## src/lks_pkg.sv

```systemverilog
package lks_pkg;

	localparam int ADDR_W = 3;
	localparam int DATA_W = 32;
	localparam int HB_W = 12;
	localparam int LIMIT_W = 8;
	localparam int WAIT_W = 13;
	localparam int COST_W = 32;

	localparam logic [HB_W-1:0] HB_RESET = 12'd10;
	localparam logic [LIMIT_W-1:0] LIMIT_RESET = 8'd3;

	typedef enum logic [2:0] {
		CMD_START = 3'd0,
		CMD_TICK = 3'd1,
		CMD_CONNECTED = 3'd2,
		CMD_DISCONNECTED = 3'd3,
		CMD_ERROR = 3'd4,
		CMD_SOCKET = 3'd5,
		CMD_PONG = 3'd6
	} cmd_t;

	typedef enum logic [1:0] {
		LINK_READY = 2'd0,
		LINK_CONNECTING = 2'd1,
		LINK_CONNECTED = 2'd2,
		LINK_DOWN = 2'd3
	} link_mode_t;

	typedef enum logic [1:0] {
		SOCK_UNCONNECTED = 2'd0,
		SOCK_CONNECTING = 2'd1,
		SOCK_CONNECTED = 2'd2,
		SOCK_OTHER = 2'd3
	} sock_state_t;

	typedef enum logic [0:0] {
		REG_HEARTBEAT = 1'b0,
		REG_LIMIT = 1'b1
	} reg_idx_t;

	typedef struct packed {
		logic [HB_W-1:0] heartbeat;
		logic [LIMIT_W-1:0] limit;
	} cfg_t;

endpackage

```

## src/lks_regs.sv

```systemverilog
module lks_regs (
	input logic clk,
	input logic arst_n,
	input logic psel,
	input logic penable,
	input logic pwrite,
	input logic [lks_pkg::ADDR_W-1:0] paddr,
	input logic [lks_pkg::DATA_W-1:0] pwdata,
	output logic [lks_pkg::DATA_W-1:0] prdata,
	output logic pready,
	output lks_pkg::cfg_t cfg
);
	import lks_pkg::*;

	logic [HB_W-1:0] heartbeat_q;
	logic [LIMIT_W-1:0] limit_q;
	logic wr_en;
	reg_idx_t idx;

	assign pready = 1'b1;
	assign wr_en = psel && penable && pwrite;
	assign idx = reg_idx_t'(paddr[2]);

	always_ff @(posedge clk or negedge arst_n) begin
		if (!arst_n) begin
			heartbeat_q <= HB_RESET;
			limit_q <= LIMIT_RESET;
		end else if (wr_en) begin
			case (idx)
				REG_HEARTBEAT: heartbeat_q <= pwdata[HB_W-1:0];
				REG_LIMIT: limit_q <= pwdata[LIMIT_W-1:0];
				default: ;
			endcase
		end
	end

	always_comb begin
		case (idx)
			REG_HEARTBEAT: prdata = DATA_W'(heartbeat_q);
			REG_LIMIT: prdata = DATA_W'(limit_q);
			default: prdata = '0;
		endcase
	end

	assign cfg.heartbeat = heartbeat_q;
	assign cfg.limit = limit_q;

endmodule

```

## src/link_keepalive_reconnect_supervisor.sv

```systemverilog
// path: an accepted request passes through the input register, then the result
// register
// throughput: one request per cycle while results are taken; a stalled result takes one
// more request into the input register, then in_ready drops until the result is taken
// reset: asynchronous, active low; link ready, counters and timestamps cleared,
// ticks halted until a start request, heartbeat 10 s, reconnect limit 3
module link_keepalive_reconnect_supervisor #(
	parameter int TIME_BITS = 32
) (
	input logic clk,
	input logic arst_n,
	input logic psel,
	input logic penable,
	input logic pwrite,
	input logic [lks_pkg::ADDR_W-1:0] paddr,
	input logic [lks_pkg::DATA_W-1:0] pwdata,
	output logic [lks_pkg::DATA_W-1:0] prdata,
	output logic pready,
	input logic in_valid,
	output logic in_ready,
	input logic [2:0] cmd,
	input logic [31:0] now_seconds,
	input logic [1:0] socket_state,
	input logic [7:0] error_code,
	output logic out_valid,
	input logic out_ready,
	output logic [1:0] link_state,
	output logic reopen_link,
	output logic send_ping,
	output logic gave_up,
	output logic opened_notice,
	output logic closed_notice,
	output logic error_notice,
	output logic [7:0] error_out,
	output logic state_changed,
	output logic signed [31:0] ping_cost
);
	import lks_pkg::*;

	localparam int MW = (TIME_BITS > COST_W) ? TIME_BITS : COST_W;

	cfg_t cfg;

	lks_regs u_regs (
		.clk(clk),
		.arst_n(arst_n),
		.psel(psel),
		.penable(penable),
		.pwrite(pwrite),
		.paddr(paddr),
		.pwdata(pwdata),
		.prdata(prdata),
		.pready(pready),
		.cfg(cfg)
	);

	// input register
	logic valid_s1;
	logic [2:0] cmd_s1;
	logic [31:0] now_s1;
	logic [1:0] sock_s1;
	logic [7:0] err_s1;
	logic advance;

	assign advance = valid_s1 && (!out_valid || out_ready);
	assign in_ready = !valid_s1 || advance;

	always_ff @(posedge clk or negedge arst_n) begin
		if (!arst_n) begin
			valid_s1 <= 1'b0;
		end else if (in_ready) begin
			valid_s1 <= in_valid;
		end
	end

	always_ff @(posedge clk) begin
		if (in_valid && in_ready) begin
			cmd_s1 <= cmd;
			now_s1 <= now_seconds;
			sock_s1 <= socket_state;
			err_s1 <= error_code;
		end
	end

	// supervisor state
	link_mode_t mode_q, mode_d;
	logic [WAIT_W-1:0] wait_q, wait_d;
	logic [LIMIT_W-1:0] count_q, count_d;
	logic [TIME_BITS-1:0] ping_q, ping_d;
	logic [TIME_BITS-1:0] pong_q, pong_d;
	logic halted_q, halted_d;

	always_ff @(posedge clk or negedge arst_n) begin
		if (!arst_n) begin
			mode_q <= LINK_READY;
			wait_q <= '0;
			count_q <= '0;
			ping_q <= '0;
			pong_q <= '0;
			halted_q <= 1'b1;
		end else if (advance) begin
			mode_q <= mode_d;
			wait_q <= wait_d;
			count_q <= count_d;
			ping_q <= ping_d;
			pong_q <= pong_d;
			halted_q <= halted_d;
		end
	end

	cmd_t cmd_c;
	sock_state_t sock_c;
	logic [TIME_BITS-1:0] now_t;
	logic [WAIT_W:0] wait_sum;
	logic wait_done;
	logic pong_ge;
	logic [TIME_BITS-1:0] mag;
	logic [MW-1:0] mag_w;
	logic ping_bad;
	logic [COST_W-1:0] cost_val;
	link_mode_t mode_mid;
	logic reopen_zone;
	logic limit_hit;

	assign cmd_c = cmd_t'(cmd_s1);
	assign sock_c = sock_state_t'(sock_s1);
	assign now_t = TIME_BITS'(now_s1);

	assign wait_sum = {1'b0, wait_q} + (WAIT_W + 1)'(cfg.heartbeat);
	assign wait_done = wait_sum >= {1'b0, cfg.heartbeat, 1'b0};

	assign pong_ge = pong_q >= ping_q;
	assign mag = pong_ge ? (pong_q - ping_q) : (ping_q - pong_q);
	assign mag_w = MW'(mag);
	assign ping_bad = !pong_ge || (mag > TIME_BITS'(cfg.heartbeat));
	assign cost_val = pong_ge
		? ((mag_w > MW'(32'h7fff_ffff)) ? 32'h7fff_ffff : mag_w[COST_W-1:0])
		: ((mag_w >= MW'(32'h8000_0000)) ? 32'h8000_0000 : (32'd0 - mag_w[COST_W-1:0]));

	// link mode after the connect timeout and ping check of a tick
	always_comb begin
		mode_mid = mode_q;
		if (mode_q == LINK_CONNECTING && wait_done) begin
			mode_mid = LINK_DOWN;
		end else if (mode_q == LINK_CONNECTED && ping_bad) begin
			mode_mid = LINK_DOWN;
		end
	end

	assign reopen_zone = (mode_mid == LINK_READY) || (mode_mid == LINK_DOWN);
	assign limit_hit = count_q >= cfg.limit;

	// next state
	always_comb begin
		mode_d = mode_q;
		wait_d = wait_q;
		count_d = count_q;
		ping_d = ping_q;
		pong_d = pong_q;
		halted_d = halted_q;
		case (cmd_c)
			CMD_START: begin
				mode_d = LINK_READY;
				count_d = '0;
				ping_d = '0;
				pong_d = '0;
				halted_d = 1'b0;
			end
			CMD_TICK: begin
				if (!halted_q) begin
					if (mode_q == LINK_CONNECTING && !wait_done) begin
						wait_d = wait_sum[WAIT_W-1:0];
					end else begin
						wait_d = '0;
					end
					if (mode_q == LINK_CONNECTED && !ping_bad) begin
						ping_d = now_t;
						if (pong_q == '0) begin
							pong_d = now_t;
						end
						count_d = '0;
					end
					mode_d = mode_mid;
					if (reopen_zone) begin
						if (limit_hit) begin
							halted_d = 1'b1;
						end else begin
							count_d = count_q + 8'd1;
						end
					end
				end
			end
			CMD_CONNECTED: begin
				mode_d = LINK_CONNECTED;
				ping_d = '0;
				pong_d = '0;
			end
			CMD_DISCONNECTED: mode_d = LINK_DOWN;
			CMD_ERROR: mode_d = LINK_DOWN;
			CMD_SOCKET: begin
				case (sock_c)
					SOCK_UNCONNECTED: mode_d = LINK_DOWN;
					SOCK_CONNECTING: mode_d = LINK_CONNECTING;
					SOCK_CONNECTED: mode_d = LINK_CONNECTED;
					default: mode_d = mode_q;
				endcase
			end
			CMD_PONG: pong_d = now_t;
			default: ;
		endcase
	end

	// result fields
	logic res_reopen, res_ping, res_gave_up;
	logic res_opened, res_closed, res_error, res_changed;
	logic [7:0] res_err;
	logic [COST_W-1:0] res_cost;

	always_comb begin
		res_reopen = 1'b0;
		res_ping = 1'b0;
		res_gave_up = 1'b0;
		res_opened = 1'b0;
		res_closed = 1'b0;
		res_error = 1'b0;
		res_changed = 1'b0;
		res_err = '0;
		res_cost = '0;
		case (cmd_c)
			CMD_TICK: begin
				if (!halted_q) begin
					if (mode_q == LINK_CONNECTED) begin
						res_cost = cost_val;
						res_ping = !ping_bad;
					end
					if (reopen_zone) begin
						res_gave_up = limit_hit;
						res_reopen = !limit_hit;
					end
				end
			end
			CMD_CONNECTED: res_opened = 1'b1;
			CMD_DISCONNECTED: res_closed = 1'b1;
			CMD_ERROR: begin
				res_error = 1'b1;
				res_err = err_s1;
			end
			CMD_SOCKET: res_changed = mode_d != mode_q;
			default: ;
		endcase
	end

	// result register
	always_ff @(posedge clk or negedge arst_n) begin
		if (!arst_n) begin
			out_valid <= 1'b0;
		end else if (advance) begin
			out_valid <= 1'b1;
		end else if (out_ready) begin
			out_valid <= 1'b0;
		end
	end

	always_ff @(posedge clk) begin
		if (advance) begin
			link_state <= mode_d;
			reopen_link <= res_reopen;
			send_ping <= res_ping;
			gave_up <= res_gave_up;
			opened_notice <= res_opened;
			closed_notice <= res_closed;
			error_notice <= res_error;
			error_out <= res_err;
			state_changed <= res_changed;
			ping_cost <= res_cost;
		end
	end

endmodule

```

## config.mk

```make
export PLATFORM = sky130hd
export DESIGN_NAME = link_keepalive_reconnect_supervisor
export DESIGN_NICKNAME = d
export VERILOG_FILES = /design/src/lks_pkg.sv /design/src/lks_regs.sv /design/src/link_keepalive_reconnect_supervisor.sv
export SDC_FILE = /design/constraint.sdc
export NUM_CORES = 1
export LEC_CHECK = 0
export ABC_AREA = 1
export BUFFER_PORTS_ARGS = -buffer_cell sky130_fd_sc_hd__buf_4
export CORE_MARGIN = 2
export CORE_UTILIZATION = 46
export DETAILED_ROUTE_END_ITERATION = 7
export HOLD_SLACK_MARGIN = 0.08
export PLACE_DENSITY = 0.69
export SLEW_MARGIN = 30
export SYNTH_ARGS = -nofsm -noshare
export SYNTH_HDL_FRONTEND = slang
export SYNTH_SLANG_ARGS = --single-unit
```

## constraint.sdc

```tcl
create_clock -name clk -period 9.2 [get_ports clk]
set_input_delay 0.46 -clock clk [delete_from_list [all_inputs] [get_ports clk]]
set_output_delay 0.46 -clock clk [all_outputs]
set_load 0.01 [all_outputs]
```

After elaboration in Yosys (flattened, before gate mapping):

Cells that the tools add are included.

* bits in registers: 204
* output and inout port bits: 84
* logic and storage cells: 124

* add/sub/neg operators: 5
* magnitude comparators: 6
* equality and inequality tests: 15
* multiplexer cells: 32
* bitwise gates (word level): 5
* reductions and logical operators: 37

Operators by type and width (number)
* 32-bit two-way mux: 9
* 32-bit case mux with 2 select lines: 2
* 32-bit case mux with 3 select lines: 1
* 32-bit subtractor: 2
* 32-bit >= comparator: 1
* 32-bit >= comparator, second input constant: 1
* 32-bit by 12-bit greater-than comparator with 1-bit output: 1
* 32-bit by 31-bit greater-than comparator with 1-bit output, second input constant: 1
* 32-bit zero test: 1
* 8-bit two-way mux: 4
* 1-bit by 32-bit subtractor with 32-bit output, first input constant: 1
* 8-bit case mux with 2 select lines: 1
* 13-bit by 12-bit adder with 14-bit output: 1
* 14-bit by 13-bit >= comparator with 1-bit output: 1
* 13-bit two-way mux: 1
* 2-bit case mux with 5 select lines: 1
* 3-bit equality test, second input constant: 3
* 8-bit by 1-bit adder with 8-bit output, second input constant: 1
* 8-bit >= comparator: 1
* 1-bit logical AND: 8
* 1-bit two-way mux: 8
* 2-bit equality test, second input constant: 3
* 3-bit by 2-bit equality test with 1-bit output, second input constant: 2
* 1-bit zero test: 6
* other kinds (19): 39

Logic depth before layout (Yosys ltp):

Gate-level depths: netlist of run 1.

* depth after elaboration: 12
* mapped depth: 35

By module:

Synthesis of run 1 repeated with hierarchy kept, for this count alone.

* cell total of the unflattened synthesis: 2273
* area total of the unflattened synthesis: 16229.3 um^2

Modules (own cells, without submodules)
* link_keepalive_reconnect_supervisor: times used 1, cells each 2125, area an instance 15097.0 um^2, sequential area each 5076.1 um^2
* lks_regs: times used 1, cells each 148, area an instance 1132.3 um^2, sequential area each 505.5 um^2

Worst setup path after synthesis of run 1:

OpenSTA, ideal clock, no wires.

* path type: register to register
* start point: reg pong_q[0]
* end point: reg ping_q[29]
* setup time: 0.118 ns
* arrival: 4.128 ns
* path slack: 4.954 ns
* cell stages (with the launch flop): 33
* path through: dfrtp_1 -> inv_1 -> ha_1 -> inv_1 -> fa_1 -> nand3_2 -> nand3_2 -> nand2_1 -> nand2_2 -> nand2_2 -> nand3_4 -> a21oi_4 -> buf_4 -> buf_4 -> nand2_1 -> nand2_1 -> inv_1 -> ha_1 -> nand4_1 -> inv_1 -> nand2_1 -> o211ai_1 -> nand2_1 -> nand2_1 -> o21ai_0 -> nand3_1 -> nor2_2 -> nand4_4 -> o21ai_4 -> nand4_4 -> buf_6 -> nand2_1 -> o21ai_2

* longest elaborated chain between the ends: 8
* elaborated cells between the ends (all ways): 11
* those cells by class: add/sub: 2; order compare: 2; eq/ne: 1; mux: 1; reduce/logical: 5

Ends and longest elaborated chain
* start: declaration: line link_keepalive_reconnect_supervisor.sv:90 `logic [TIME_BITS-1:0] pong_q, pong_d;`
* start signal: assignment: line link_keepalive_reconnect_supervisor.sv:106 `pong_q <= pong_d;`
* 32-bit subtractor / 32-bit >= comparator (equally long branches): line link_keepalive_reconnect_supervisor.sv:133, link_keepalive_reconnect_supervisor.sv:132
* 32-bit two-way mux: line link_keepalive_reconnect_supervisor.sv:133 `assign mag = pong_ge ? (pong_q - ping_q) : (ping_q - pong_q);`
* 32-bit by 12-bit greater-than comparator with 1-bit output: line link_keepalive_reconnect_supervisor.sv:135 `assign ping_bad = !pong_ge || (mag > TIME_BITS'(cfg.heartbeat));`
* 1-bit logical OR (*): line link_keepalive_reconnect_supervisor.sv:135
* 1-bit zero test (*): line link_keepalive_reconnect_supervisor.sv:176 `if (mode_q == LINK_CONNECTED && !ping_bad) begin`
* 1-bit logical AND (*): line link_keepalive_reconnect_supervisor.sv:176
* 2-bit != test (no line) (*)
* 4-bit AND reduction (no line) (*)
* end signal: assignment: line link_keepalive_reconnect_supervisor.sv:105 `ping_q <= ping_d;`
* end: declaration: line link_keepalive_reconnect_supervisor.sv:89 `logic [TIME_BITS-1:0] ping_q, ping_d;`

Mark *: on every way between the ends. The rest lies on a longest branch, timed or not.
A chain may end at the register's enable or synchronous reset.

Final worst setup path of run 1:

* start point: reg pong_q[0]
* end point: reg ping_q[0]

The elaborated chain is that of the path after synthesis.

==> results.cfg, run 1 <==
[yosys]
ys_types = 52
synthesis.area_um2 = 15700
synth_edf_count = 94
synth_seq_cells = 204
yosys-top-cells-area = edfxtp_1 (18%), nand2_1 (17%), dfrtp_1 (17%), ha_1 (8.8%), inv_1 (8.5%)
yosys_warnings = 0
synth_top_area_share = 0.180
syn_area_per_cell_um2 = 7.13
synth-seq-area-share = 0.355
synthFlopType = dfrtp_1
synthArstFlopShare = 0.539
yosysTopAreaCell = edfxtp_1
synthCells = 2205

[drt]
ant_nets = 0
drtIter0Drc = 984
drtPass1Iterations = 5
vias_per_cell = 5.08
totalWireLength_mm = 41.8
drc = 0
vias = 14233
wl_per_cell_um = 14.9

[clock_tree]
clock_sink_count = 204
clkTransAtPathRegs_ps = 60
cts-root-buf = clkbuf_16
cts_buffer_depth = 3
post_cts_buffers = 0
ctsHoldBuffers = 22
post_cts_resized = 0
clkLatencyLatePin_ps = 540
numCtsBuffers = 23
cts_tree = done
htree_levels = 1

[timing]
skew_ps = 13.9
max_freq_mhz = 184
finalSetupViolCount = 0
worstMarginPinSlew_ps = 905
fin_crit_sh = 0.591
drv_slew = 0
timing.slew.headroom = 0.391
fin_crit_ps = 5430
rsz0062_at_grt = no
hold_viol_final = 0
fin_setup_tns_ps = 0

[power_and_ir_drop]
powerDensity_nw_per_um2 = 395
finalPower_mw = 7.08
p_leak_nw = 9.24
ir_drop_mv = 0.249

[layout]
n_antenna_cell = 0
final_common_cell = nand2_1
final_nets = 2538
layout_common_cells = nand2_1 (701), inv_1 (354), nor2_1 (141), buf_4 (133), nand3_1 (126)
drive_gt1_frac = 0.131
fin_cells = 2803
area_growth_syn_to_layout_pct = 14.1

[global_route]
grt_pass1_vias = 13809
grt_pass1_wl_mm = 69.5
grt_usage = 0.239
antenna_found_initial = 0
overflow = 0
grt_max_degree = 67

[place]
dp_hpwl_mm = 32.9
gp_congestion = 0.948
portBuffers = 127
dp_cells = 2738

[die]
dieArea_um2 = 35700
start_util = 0.468
core-area_um2 = 33600
rows = 67
num_io_pins = 171
fp.dieW_um = 189
die_h_um = 189

[setup_path]
cpLargestDelayFamily = simple AND/OR/NAND/NOR gates
crit_path_max_incr_delay_ps = 450
r2r-start = pong_q[0]
worst-path-buf-inv = 5
cp_slowest_cell = fa_1
critPathRequiredTime_ps = 9590
cp_max_fo = 64
crit_path_frequent_cell = nand2_1
crit_arrival_ps = 5820
path_class = flip-flop to flip-flop
crit_path_start_kind = flip-flop
worst_setup_path_end_kind = flip-flop
r2r_slack_ps = 3770
critPathLaunch = pong_q[0]

[worst_hold_path]
min-delay-start = now_seconds[1]
min_path_type = input port to flip-flop

[flow_run]
drv_cap = 0

[status]
run_status = completed
final cells by class:
class	count	area, um^2
Fill cell	3250	15700
Multi-Input combinational cell	1578	8360
Sequential cell	204	5580
Inverter	374	1410
Timing Repair Buffer	157	1240
Clock buffer	30	643
Tap cell	448	561
Clock inverter	12	151
layer usage:
layer  vias to the layer above  GRT usage  routed length, um
met5                         -          0                  0
met4                         0     0.0721               1240
met3                        76     0.0323               2370
met2                       379      0.395              19100
met1                      6558      0.327              19100
li1                       7220          -                  -
registers in the layout (all words and copies together), names as in the netlist, 12 cells and up:
name                flops
now_s1                 32
ping_cost              32
ping_q                 32
pong_q                 32
u_regs.heartbeat_q     12
wait_q                 13
worst register-to-register path: cells and delay by family, from the launching register on:
family	cells	cell delay (ps)
adder cells (fa/ha/maj)	3	900
AND/OR/NAND/NOR	15	2080
AO/OA/AOI/OAI	6	890
flip-flops	1	400
buffers and inverters	5	1040
cells in the mapped netlist, types with 17 or more instances:
master,number
ha_1,110
nand2_2,42
nor3_1,22
buf_4,24
nor2_1,141
nor2_2,17
o21ai_0,88
nand2_1,701
dfrtp_1,105
clkbuf_1,18
nand4_1,32
xor2_1,27
o21ai_2,33
nand3_1,126
o21ai_1,38
edfxtp_1,94
inv_1,355
a21oi_1,99
final timing paths:
| path | end | depth (start not counted) |
|---|---|---|
| max reg2reg | ping_q[0] | 29 |
| max in group asynchronous | wait_q[10] | 3 |
| min reg2reg | ping_q[31] | 2 |
| max | ping_q[0] | 29 |
| min in group asynchronous | pong_q[15] | 2 |
| min | now_s1[1] | 1 |
where the power goes:
part           switching [mW]  total (mW)  internal, mW
Clock                   0.380       0.958         0.579
Sequential              0.157        1.32          1.17
Combinational            3.34        4.80          1.47
Total                    3.87        7.08          3.21
kinds of logic (layout without fill, tap and decap cells):
| group | Yosys count | in the layout | synth area share |
|---|---|---|---|
| adder cells (fa/ha/maj) | 113 | 113 | 0.0914 |
| XOR/XNOR | 40 | 40 | 0.0223 |
| other | 2 | 21 | 0.000478 |
| flip-flops | 204 | 204 | 0.355 |
| buffers and inverters | 442 | 573 | 0.118 |
| AND/OR/NAND/NOR | 1107 | 1107 | 0.303 |
| AO/OA/AOI/OAI | 297 | 297 | 0.111 |
per-stage QoR:
stage                      util  hold slack, ps  cell area (um^2)  setup WS (ps)
after floorplan               -             164             15800           4950
after global placement    0.503             465             16900           3770
after detailed placement  0.503             471             16900           3730
after CTS                 0.533            80.1             17900           3690
after global routing      0.534            80.1             17900           3380
final                     0.534            96.2             17900           3770
(Power assumes the default switching activity.)
==> run 2, diff against run 1 <==
clock period = 5.7 ns   (was 9.2 ns; I/O delays follow)
==> results.cfg, run 2 (synthesized netlist as in run 1, its figures left out) <==
[layout]
n_antenna_cell = 0
final_nets = 2585
layout_common_cells = nand2_1 (700), inv_1 (354), nor2_1 (141), buf_4 (141), nand3_1 (126)
final_common_cell = nand2_1
drive_gt1_frac = 0.132
utilization = 0.545
fin_cells = 2851
area_growth_syn_to_layout_pct = 16.6

[die]
num_io_pins = 171
core-area_um2 = 33600
start_util = 0.468
die_h_um = 189
fp.dieW_um = 189
dieArea_um2 = 35700
rows = 67

[power_and_ir_drop]
ir_drop_mv = 0.304
p_leak_nw = 9.41
finalPower_mw = 11.5
powerDensity_nw_per_um2 = 626

[timing]
fin_setup_tns_ps = 0
max_freq_mhz = 193
timing.slew.headroom = 0.397
drv_slew = 0
skew_ps = 9.60
fin_crit_sh = 0.908
rsz0062_at_grt = no
worstMarginPinSlew_ps = 897
hold_viol_final = 0
timing.final.ws_setup_ps = 525
finalSetupViolCount = 0
fin_crit_ps = 5170

[clock_tree]
clkTransAtPathRegs_ps = 60
cts-root-buf = clkbuf_16
post_cts_buffers = 0
clkLatencyLatePin_ps = 540
cts_buffer_depth = 3
cts_tree = done
clock_sink_count = 204
htree_levels = 1
numCtsBuffers = 24

[setup_path]
crit_path_max_incr_delay_ps = 460
crit_path_frequent_cell = nand2_1
cp_slowest_cell = fa_1
crit_path_start_kind = flip-flop
path_class = flip-flop to flip-flop
cp_max_fo = 64
worst_setup_path_end_kind = flip-flop
crit_arrival_ps = 5570
critPathRequiredTime_ps = 6090

[global_route]
grt_max_degree = 65
grt_pass1_wl_mm = 70.0
overflow = 0
antenna_found_initial = 1
grt_pass1_vias = 13766
grt_usage = 0.243

[drt]
vias_per_cell = 5.03
drc = 0
drtPass1Iterations = 5
vias = 14350
ant_nets = 0
drtIter0Drc = 974
totalWireLength_mm = 42.7
wl_per_cell_um = 15.0

[status]
run_status = completed

[place]
dp_hpwl_mm = 33.6
preCtsSetupSlack_ps = 606
dp_cells = 2746
gp_congestion = 0.956
portBuffers = 127

[worst_hold_path]
min_path_type = input port to asynchronous set/reset pin

[flow_run]
drv_cap = 0
[run 2: changes by cell type in the layout (fill, tap and decap cells not counted), moves of 3 or more]
cell / previous run / this run
dlygate4sd3_1: 23 / 61
buf_4: 133 / 141
clkbuf_1: 4 / 8
bufinv_16: 3 / 0
[run 2: timing repair]
action                                  CTS  global route
endpoints found under the hold margin   119             0
endpoints found under the setup margin    0             2
hold buffers                             61             0
gates resized for setup                   0             1
[run 2: per-layer routing]
metal  routed length [um]  GRT usage  vias up
li1                     -          -     7323
met1                19300      0.328     6536
met2                19300      0.399      402
met3                 2650     0.0378       87
met4                 1390     0.0790        2
met5                   13          0        -
[run 2: final timing paths]
| kind | slack (ps) | startpoint | endpoint | cells after the start |
|---|---|---|---|---|
| max | 530 | pong_q[0] | pong_q[0] | 28 |
| min | 330 | arst_n | pong_q[14] | 2 |
| max reg2reg | 530 | pong_q[0] | pong_q[0] | 28 |
| min reg2reg | 480 | ping_q[31] | ping_q[31] | 2 |
| max in group asynchronous | 4100 | arst_n | u_regs.heartbeat_q[11] | 3 |
| min in group clk | 460 | now_seconds[1] | now_s1[1] | 2 |
[run 2: metrics by stage]
step / instance area, um^2 / hold WS [ps]
finish: 18300 / 331
global route: 18300 / 414
CTS: 18300 / 338
detailed placement: 17000 / 365
global placement: 17000 / 351
floorplan: 15800 / -10.6
[run 2: where the power goes]
group	switching [mW]	total (mW)	internal, mW
clock	0.613	1.43	0.818
sequential	0.255	2.14	1.88
combinational	5.46	7.91	2.45
total	6.33	11.5	5.15
[run 2: final cells by class]
class,count,area (um^2)
fillers,3201,15300
clock buffers,35,672
clock inverters,9,62.6
well taps,448,561
flip-flops and latches,204,5580
multi-input cells,1578,8360
inverters,374,1410
repair buffers,203,1690
[run 2: worst max-delay path, delay by kind of cell, from the launching register on]
| kind | cells | cell delay [ps] |
|---|---|---|
| AOI/OAI and AO/OA | 4 | 780 |
| and+or+nand+nor | 15 | 1980 |
| buffers and inverters | 6 | 880 |
| DFF | 1 | 400 |
| adders and majority gates | 3 | 880 |
==> run 3, diff against run 2 <==
CORE_ASPECT_RATIO = 0.5   (was unset)
SYNTH_HIERARCHICAL = 1   (was unset)
clock period = 5.4 ns   (was 5.7 ns; I/O delays follow)
==> results.cfg, run 3 <==
[place]
gp_congestion = 0.962
placed_area_um2 = 17600
portBuffers = 127
dp_hpwl_mm = 35.6

[clock_tree]
cts_tree = done
cts-root-buf = clkbuf_16
htree_levels = 1
clkTransAtPathRegs_ps = 60
cts_buffer_depth = 3
numCtsBuffers = 21
clkLatencyLatePin_ps = 520
clock_sink_count = 204

[layout]
final_nets = 2664
design_area_um2 = 18800
utilization = 0.545
n_antenna_cell = 0
layout_common_cells = nand2_1 (678), inv_1 (378), nor2_1 (195), buf_4 (156), nand3_1 (138)
final_common_cell = nand2_1
drive_gt1_frac = 0.142
area_growth_syn_to_layout_pct = 16.1

[yosys]
synth_seq_cells = 204
synthArstFlopShare = 0.539
synthCells = 2273
synthesis.area_um2 = 16200
synthTopCellsByCount = nand2_1 (678), inv_1 (381), nor2_1 (196), nand3_1 (139), ha_1 (110)
syn_area_per_cell_um2 = 7.14
yosys-top-cells-area = edfxtp_1 (17%), dfrtp_1 (16%), nand2_1 (16%), inv_1 (8.8%), ha_1 (8.5%)
yosysMostFrequentCell = nand2_1
yosys_warnings = 6
ys_types = 60
synth-seq-area-share = 0.344
yosysTopAreaCell = edfxtp_1
synth_edf_count = 94
synth_top_area_share = 0.174
synthFlopType = dfrtp_1

[setup_path]
worst_setup_path_end_kind = flip-flop
crit_arrival_ps = 5440
cp_max_fo = 64
path_class = flip-flop to flip-flop
cp_slowest_cell = fa_1
crit_path_max_incr_delay_ps = 470
critPathRequiredTime_ps = 5780
crit_path_start_kind = flip-flop

[die]
core-area_um2 = 34600
die_h_um = 137
dieArea_um2 = 36900
num_io_pins = 171
fp.dieW_um = 270
rows = 48
start_util = 0.469

[status]
run_status = completed

[timing]
rsz0062_at_grt = no
max_freq_mhz = 198
fin_crit_sh = 0.936
drv_slew = 0
fin_setup_tns_ps = 0
hold_viol_final = 0
fin_crit_ps = 5060
skew_ps = 28.6
finalSetupViolCount = 0
timing.slew.headroom = 0.319
worstMarginPinSlew_ps = 1010

[drt]
vias_per_cell = 5.03
wl_per_cell_um = 15.3
drc = 0
vias = 14855
totalWireLength_mm = 45.0
drtIter0Drc = 1297
ant_nets = 0
drtPass1Iterations = 5

[global_route]
grt_max_degree = 65
grt_pass1_wl_mm = 72.6
grt_pass1_vias = 13939
antenna_found_initial = 0
overflow = 0
grt_usage = 0.243

[power_and_ir_drop]
finalPower_mw = 12.9
p_leak_nw = 9.80
ir_drop_mv = 0.328
powerDensity_nw_per_um2 = 684

[flow_run]
drv_cap = 0

[worst_hold_path]
min_path_type = input port to flip-flop
run 3: cell types whose count changed in the layout (fill, tap and decap cells not counted), sizes merged, moves of 6 or more:
cell | previous run | this run
buf | 142 | 158
a21oi | 103 | 161
o21a | 8 | 1
nand3b | 1 | 8
o21ai | 160 | 87
nand4 | 34 | 41
nor2 | 164 | 223
inv | 370 | 397
nor3 | 23 | 15
nand3 | 132 | 148
nand2 | 747 | 707
o211ai | 2 | 9
a21boi | 2 | 8
run 3: critical path, delay by kind of cell (launching register included):
family	cells	cell delay [ps]
AOI/OAI and AO/OA	5	1040
adders and majority gates	3	930
buffers and inverters	6	860
DFF	1	390
and+or+nand+nor	14	1590
run 3: area by class of cell:
class                   count  area, um^2
clock buffers              30         559
clock inverters             7        70.1
fillers                  3385       15700
inverters                 400        1500
multi-input cells        1617        8710
flip-flops and latches    204        5580
well taps                 475         594
repair buffers            220        1830
run 3: path summary, 6_finish.rpt:
check / from / to / slack [ps] / cells after the start
max in group asynchronous: arst_n / wait_q[12] / 3800 / 3
min: paddr[2] / u_regs/limit_q[1] / 120 / 3
max: pong_q[0] / pong_q[15] / 340 / 28
min reg2reg: u_regs/limit_q[0] / u_regs/limit_q[0] / 490 / 2
max reg2reg: pong_q[0] / pong_q[15] / 340 / 28
min in group asynchronous: arst_n / pong_q[17] / 350 / 2
run 3: routing by layer:
layer,global-route usage,part of all wire
met5,0,0
met1,0.353,0.49
met2,0.395,0.44
met3,0.0270,0.047
met4,0.0485,0.018
run 3: what timing repair did:
action / 4_1_cts / 5_1_grt
hold buffers: 62 / 0
endpoints found under the hold margin: 123 / 0
buffers inserted: 0 / 3
endpoints found under the setup margin: 0 / 73
gates resized for setup: 0 / 4
run 3: through the flow:
| stage | std cells | setup slack, ps | hold WS, ps |
|---|---|---|---|
| global placement | 2851 | 393 | 368 |
| floorplan | 2292 | 941 | -25.6 |
| finish | 2953 | 345 | 121 |
| global route | 2953 | 4.85 | 139 |
| CTS | 2950 | 233 | 90.8 |
| detailed placement | 2851 | 266 | 370 |
run 3: cells by family after synthesis:
group,after synthesis,share of synthesized area
XOR/XNOR,41,0.0221
other,2,0.000463
flip-flops,204,0.344
AO/OA/AOI/OAI,288,0.112
buffers and inverters,471,0.126
adder cells (fa/ha/maj),113,0.0885
AND/OR/NAND/NOR,1154,0.308
run 3: report_power, final:
group	internal (mW)	leakage, nW	switching (mW)	total [mW]
clock network	0.772	0.296	0.612	1.38
registers	2.00	2.23	0.256	2.26
logic	2.94	7.27	6.30	9.25
total	5.72	9.80	7.17	12.9
